[config.mk]
export PLATFORM = sky130hd
export DESIGN_NAME = mbep_ctrl
export DESIGN_NICKNAME = d
export VERILOG_FILES = /design/src/design/mbep_pkg.sv /design/src/design/mbep_ctrl.sv
export VERILOG_INCLUDE_DIRS = /design/src /design/src/design
export SDC_FILE = /design/constraint.sdc
export NUM_CORES = 1
export LEC_CHECK = 0
export ABC_AREA = 1
export BUFFER_PORTS_ARGS = -buffer_cell sky130_fd_sc_hd__buf_2
export CORE_AREA = 2 2 39 41
export CTS_CLUSTER_SIZE = 10
export DETAILED_ROUTE_END_ITERATION = 6
export DIE_AREA = 0 0 41 43
export HOLD_SLACK_MARGIN = 0.06
export PLACE_DENSITY_LB_ADDON = 0.25
export SYNTH_ARGS = -nofsm -noshare
export SYNTH_HDL_FRONTEND = slang
export SYNTH_SLANG_ARGS = --single-unit
[constraint.sdc]
create_clock -name clock -period 1.5 [get_ports clock]
set_clock_uncertainty 0.15 [all_clocks]
set_input_delay 0.15 -clock clock [delete_from_list [all_inputs] [get_ports clock]]
set_output_delay 0.15 -clock clock [all_outputs]
set_load 0.1 [all_outputs]
[src/design/mandelbrot_escape_time_pixel_defines.svh]
// Assertion macros for the escape-time pixel controller (mbep_ctrl).
`ifndef MANDELBROT_ESCAPE_TIME_PIXEL_DEFINES_SVH
`define MANDELBROT_ESCAPE_TIME_PIXEL_DEFINES_SVH

// Same-cycle implication, checked outside reset
`define MBEP_ASSERT_IMP(label, clk, rst, ante, cons, msg) \
   label: assert property (@(posedge clk) disable iff (rst) (ante) |-> (cons)) \
      else $error(msg);

// Next-cycle implication, checked outside reset
`define MBEP_ASSERT_NEXT(label, clk, rst, ante, cons, msg) \
   label: assert property (@(posedge clk) disable iff (rst) (ante) |=> (cons)) \
      else $error(msg);

`endif

[src/design/mbep_pkg.sv]
// Shared constants and controller/datapath interface types for the escape-time pixel block.
`default_nettype none

package mbep_pkg;

   // Parameter defaults
   localparam int MAX_ITER_DEF  = 255;
   localparam int FRAC_BITS_DEF = 24;
   localparam int SIZE_BITS_DEF = 12;

   // Configuration register reset values and indexes
   localparam int WIDTH_RESET    = 600;
   localparam int HEIGHT_RESET   = 400;
   localparam int CSR_INDEX_BITS = 2;
   localparam logic [CSR_INDEX_BITS-1:0] CSR_IMAGE_WIDTH  = 2'd0;
   localparam logic [CSR_INDEX_BITS-1:0] CSR_IMAGE_HEIGHT = 2'd1;

   // Reported count: fixed 8-bit field, saturating
   localparam int COUNT_BITS = 8;
   localparam int COUNT_MAX  = 255;

   // Divider operand select
   localparam logic DIV_SEL_RE = 1'b0;
   localparam logic DIV_SEL_IM = 1'b1;

   // Controller to datapath commands
   typedef struct packed {
      logic load;       // capture pixel, clear z and count
      logic div_init;   // load divider with selected numerator
      logic div_sel;    // DIV_SEL_RE or DIV_SEL_IM
      logic div_step;   // one restoring-division step
      logic store_re;   // latch saturated quotient into c_re
      logic store_im;   // latch saturated quotient into c_im
      logic mul;        // register the three products
      logic upd;        // z = z*z + c, count + 1
      logic out_load;   // load result register
   } cmd_type;

   // Datapath to controller status
   typedef struct packed {
      logic div_last;   // current step is the final division step
      logic at_max;     // count has reached the iteration limit
      logic escape;     // |z|^2 >= 4 for the registered products
   } status_type;

endpackage

`default_nettype wire

[src/design/mbep_ctrl.sv]
// Sequencing state machine for the escape-time pixel block.
`default_nettype none
`include "mandelbrot_escape_time_pixel_defines.svh"

module mbep_ctrl
   import mbep_pkg::*;
(
   input  wire logic       clock,
   input  wire logic       reset,
   input  wire logic       req_valid,
   output logic            req_ready,
   output logic            rsp_valid,
   input  wire logic       rsp_ready,
   output cmd_type         cmd,
   input  wire status_type status
);

   localparam logic [3:0] S_IDLE     = 4'd0;
   localparam logic [3:0] S_INIT_RE  = 4'd1;
   localparam logic [3:0] S_DIV_RE   = 4'd2;
   localparam logic [3:0] S_INIT_IM  = 4'd3;
   localparam logic [3:0] S_DIV_IM   = 4'd4;
   localparam logic [3:0] S_STORE_IM = 4'd5;
   localparam logic [3:0] S_MUL      = 4'd6;
   localparam logic [3:0] S_ADD      = 4'd7;
   localparam logic [3:0] S_FINISH   = 4'd8;

   logic [3:0] state_ff;
   logic [3:0] state_in;
   logic       rsp_valid_ff;
   logic       rsp_valid_in;

   assign req_ready = (state_ff == S_IDLE);
   assign rsp_valid = rsp_valid_ff;

   // Next state and commands
   always_comb begin
      state_in = state_ff;
      cmd      = '0;
      unique case (state_ff)
         S_IDLE: begin
            if (req_valid) begin
               cmd.load = 1'b1;
               state_in = S_INIT_RE;
            end
         end
         S_INIT_RE: begin
            cmd.div_init = 1'b1;
            cmd.div_sel  = DIV_SEL_RE;
            state_in     = S_DIV_RE;
         end
         S_DIV_RE: begin
            cmd.div_step = 1'b1;
            if (status.div_last) begin
               state_in = S_INIT_IM;
            end
         end
         S_INIT_IM: begin
            cmd.store_re = 1'b1;
            cmd.div_init = 1'b1;
            cmd.div_sel  = DIV_SEL_IM;
            state_in     = S_DIV_IM;
         end
         S_DIV_IM: begin
            cmd.div_step = 1'b1;
            if (status.div_last) begin
               state_in = S_STORE_IM;
            end
         end
         S_STORE_IM: begin
            cmd.store_im = 1'b1;
            state_in     = S_MUL;
         end
         S_MUL: begin
            if (status.at_max) begin
               state_in = S_FINISH;
            end else begin
               cmd.mul  = 1'b1;
               state_in = S_ADD;
            end
         end
         S_ADD: begin
            if (status.escape) begin
               state_in = S_FINISH;
            end else begin
               cmd.upd  = 1'b1;
               state_in = S_MUL;
            end
         end
         S_FINISH: begin
            // wait until the result register is free
            if (!rsp_valid_ff || rsp_ready) begin
               cmd.out_load = 1'b1;
               state_in     = S_IDLE;
            end
         end
         default: begin
            state_in = S_IDLE;
         end
      endcase
   end

   // Result valid: set on load, cleared on transfer
   always_comb begin
      if (cmd.out_load) begin
         rsp_valid_in = 1'b1;
      end else if (rsp_ready) begin
         rsp_valid_in = 1'b0;
      end else begin
         rsp_valid_in = rsp_valid_ff;
      end
   end

   always_ff @(posedge clock) begin
      if (reset) begin
         state_ff     <= S_IDLE;
         rsp_valid_ff <= 1'b0;
      end else begin
         state_ff     <= state_in;
         rsp_valid_ff <= rsp_valid_in;
      end
   end

   `MBEP_ASSERT_IMP(a_out_slot_free, clock, reset, cmd.out_load, !rsp_valid_ff || rsp_ready, "result register overwritten before transfer")
   `MBEP_ASSERT_NEXT(a_accept_starts_div, clock, reset, req_valid && req_ready, state_ff == S_INIT_RE, "accepted pixel did not start division")
   `MBEP_ASSERT_IMP(a_one_datapath_op, clock, reset, 1'b1, $onehot0({cmd.div_init, cmd.div_step, cmd.mul, cmd.upd}), "conflicting datapath commands")
   `MBEP_ASSERT_NEXT(a_load_shows_valid, clock, reset, cmd.out_load, rsp_valid_ff && state_ff == S_IDLE, "result load did not raise valid")

endmodule

`default_nettype wire

* Word level (Yosys, flattened, before mapping)
Cells that the tools add are included.
** Cells by class
- $lt $le $gt $ge :: 0
- Reductions and logical operators :: 6
- Bitwise gates (word level) :: 0
- Divide/modulo/power cells :: 0
- Add/subtract/negate cells :: 0
- Equality and inequality tests :: 12
- Shifts and indexed selects :: 0
- Multipliers :: 0
- Multiplexer cells :: 21
** Operator list (count)
- $pmux 4 s9 :: 1
- $mux 4 :: 6
- $eq 4x3->1 const B :: 4
- $mux 1 :: 13
- $eq 4x2->1 const B :: 2
- $ne 2x2->1 const B :: 4
- $eq 4x1->1 const B :: 1
- $eq 4x4->1 const B :: 1
- $logic_not 4->1 :: 1
- $pmux 2 s2 :: 1
- $reduce_and 4->1 :: 1
- $reduce_bool 2->1 :: 1
- $reduce_or 2->1 :: 1
- $logic_not 1->1 :: 1
- $logic_or 1x1->1 :: 1
** Storage, ports and cells
- Bits in latches :: 0
- Input bits :: 7
- Output and inout bits :: 11
- Register bits after elaboration :: 5
- Bits in writable memories :: 0
- Memories :: 0
- Memory bits (read-only) :: 0

* Logic depth before layout (Yosys ltp)
- Depth in word-level cells :: 5
- Depth in mapped cells :: 7

* Least setup slack after synthesis
No wires, ideal clock.
- Path type :: reg2out
- From :: register state_ff[0]
- To :: output cmd[8] (netlist name)
- Data arrival time :: 1891 ps
- Buffers on the path :: 0
- Setup slack :: -691 ps
- Stages on the path, launching flop included :: 4
- Required time :: 1200 ps
- Cells stage by stage :: dfxtp_1 > nor2_4 > nand2_1 > nor2_1
** RTL lines
- from (decl) :: RTL line mbep_ctrl.sv:28 : logic [3:0] state_ff;
- from (signal assigned) :: RTL line mbep_ctrl.sv:119 : state_ff <= state_in;
- to (decl) :: RTL line mbep_ctrl.sv:14 : output cmd_type cmd,

==> metrics.cfg <==
[finish]
layout-drive-gt1-share_pct = 62.8
final_nets = 102
number_of_antenna_cells_inserted = 0
post-route-util_pct = 60.1
area_growth_syn_to_layout_pct = 107
finish.instance_area_um2 = 832

[power_and_ir_drop]
report.power.total_mw = 1.72
cellLeakagePower_nw = 0.443
powerDensity_nw_per_um2 = 2060
peak_vdd_ir_uv = 971

[timing]
tightestPinTransition_ns = 0.483
tns_ns = -0.203
rsz_0062_raised_after_global_routing = true
hold_violations = 0
finalCriticalPeriod_ns = 1.57
final-setup-viol-count = 5
fin_crit_sh_pct = 105
slew_viol_final = 0
worst_slew_margin_rel_pct = 68.0
layout_setup_ws_ns = -0.0717
fin_worst_hold_slack_ns = 0.111
maxClockFrequency_mhz = 636

[outcome]
status = finished, violations left
violations = setup timing

[clock_tree]
cts.reportedPaths.clkPinSlew_ns = 0.04
htree_levels = 1
worstSkewPairLatency_ns = 0.24
clock_tree_from_tritoncts = yes
clock_sinks = 5
cts_buffer_depth = 2
cts_buffers = 3
root_buf_cell = sky130_fd_sc_hd__clkbuf_4

[floorplanning]
floorplan.die.height_um = 43
core_region_area_um2 = 1380
design.die.area_um2 = 1760
design.portCount = 18
floorplan.initialDensity_pct = 29.0
fp.dieW_um = 41
num_rows = 14

[synthesis]
postSynthNetCount = 73
synthesis.yosys.warnings = 0
netlist.area_leader.share_pct = 24.9
synth.avg_cell_area_um2 = 6.09
yosys.cell_types.count = 15
postSynthCellCount = 66
yosys_most_used_dff = sky130_fd_sc_hd__dfxtp_1
synth_commonest_cells = sky130_fd_sc_hd__inv_1, sky130_fd_sc_hd__nor2_1, sky130_fd_sc_hd__nand2_1, sky130_fd_sc_hd__nand3_1, sky130_fd_sc_hd__dfxtp_1
synth_edf_count = 0
yosys.area.top_type = sky130_fd_sc_hd__dfxtp_1
ys_seq_area_share_pct = 24.9
yosys.cell_count.top_type = sky130_fd_sc_hd__inv_1
postSynthRegisterBits = 5
mappedNetlistArea_um2 = 402
ys_top_cells_by_area = sky130_fd_sc_hd__dfxtp_1, sky130_fd_sc_hd__inv_1, sky130_fd_sc_hd__nand3_1, sky130_fd_sc_hd__nor2_1, sky130_fd_sc_hd__nand2_1
synth-async-reset-ratio_pct = 0

[worst_setup_path]
worst-path-buf-inv = 3
critical_path.endpoint_type = output port
cpMaxStageDelayCell = sky130_fd_sc_hd__dfxtp_4
critPathArrivalTime_ns = 1.27
crit_family = flip-flops
worstSetupPathType = flop to output port
cp_slowest_stage_delay_ns = 0.36
startpoint_type = flop
crit_fanout = 6
path_cells = inv_2, nor2_4, nand3_2, clkinvlp_4, buf_12
cp.required_ns = 1.20

[worst_hold_path]
hp-class = input pin to flop

[placed_design]
place.port_buffers = 17
dp_hpwl_um = 726
dpl_cell_area_um2 = 677
rd_place_congestion = 0.774

[drt]
detailroute.via_count = 478
drt_drc_violations_left = 0
post_drt_wl_per_cell_um = 9.29
drt_first_iter_violations = 5
ant_nets = 0
detail_route.vias_per_cell = 4.35
finalWirelength_mm = 1.02
detailedRoute.firstPassIterationCount = 4

[global_routing]
track_usage_pct = 13.4
grt_first_pass_wirelength_mm = 1.65
number_of_antenna_violations_at_the_first_check_in_global_routing = 0
number_of_global_route_vias_before_repair = 432
grt_start_max_net_pins = 8
globalRouteOverflowTotal = 0

[flow_run]
cap_violations = 0

[placed cells by master (no fill, tap or decap), types with 4 or more instances in the layout]
master / n
sky130_fd_sc_hd__buf_12: 10
sky130_fd_sc_hd__buf_2: 7
sky130_fd_sc_hd__buf_4: 8
sky130_fd_sc_hd__clkinvlp_4: 4
sky130_fd_sc_hd__inv_1: 7
sky130_fd_sc_hd__inv_2: 4
sky130_fd_sc_hd__nand2_1: 7
sky130_fd_sc_hd__nand2_2: 4
sky130_fd_sc_hd__nand3_1: 8
sky130_fd_sc_hd__nor2_1: 9
sky130_fd_sc_hd__nor2_4: 7
[sequential cells by signal (all words and copies together) (netlist names)]
signal     count
state_ff       4
rsp_valid      1
[through the flow]
step | instances | setup WS (ns)
2_1_floorplan | 66 | -0.231
3_3_place_gp | 97 | 0.159
3_5_place_dp | 97 | 0.138
4_1_cts | 107 | -0.0928
5_1_grt | 110 | -0.156
6_report | 110 | -0.0717
[logic make-up after synthesis]
group           count (synthesis)  share of synthesized area [%]
buf+inv                        18                           18.7
simple gates                   42                           55.1
flops                           5                           24.9
compound gates                  1                           1.24
[what timing repair did]
item,4_1_cts,5_1_grt
endpoints found under the setup margin,10,10
hold endpoints to repair,5,0
pin swaps,6,6
hold buffers,1,0
gates resized for setup,10,8
setup buffers,5,3
[where the power goes]
part / switching [mW] / internal, mW / leakage [nW]
clock: 0.0507 / 0.100 / 0.0150
sequential: 0.0541 / 0.174 / 0.0435
combinational: 0.869 / 0.469 / 0.385
[final timing paths]
path	startpoint	end	slack, ns	cells past startpoint
worst max-delay path	state_ff[2]$_SDFFE_PP0P_	cmd[3]	-0.07	5
worst min register to register	rsp_valid$_SDFFE_PP0P_	rsp_valid$_SDFFE_PP0P_	0.47	4
worst max register to register	state_ff[2]$_SDFFE_PP0P_	state_ff[1]$_SDFFE_PP0P_	0.06	8
worst min-delay path	rsp_ready	rsp_valid$_SDFFE_PP0P_	0.11	4
[worst register-to-register path, stage by stage, from the launching register on]
cell and delay (ns):
sky130_fd_sc_hd__dfxtp_4 0.36, sky130_fd_sc_hd__inv_2 0.04, sky130_fd_sc_hd__nor2_4 0.21, sky130_fd_sc_hd__nand3_2 0.14, sky130_fd_sc_hd__buf_4 0.16, sky130_fd_sc_hd__buf_4 0.12, sky130_fd_sc_hd__nand3_2 0.07, sky130_fd_sc_hd__nor2_1 0.04
sky130_fd_sc_hd__nor2_1 0.07
[routing by layer]
metal  share of wire (%)  vias to the layer above  wire length (um)  track usage (%)
met5                   0                        -                 0                0
met1                  42                      217               429             15.4
met4                   0                        0                 0             6.00
met3                 1.7                        0                17             1.57
li1                    -                      255                 -                -
met2                  56                        6               575             22.8
[cell type report]
class	count	area, um^2
Timing Repair Buffer	26	305
Tap cell	16	20.0
Fill cell	128	552
Clock buffer	4	26.3
Multi-Input combinational cell	43	292
Inverter	16	77.6
Sequential cell	5	111
(Power assumes the default switching activity.)
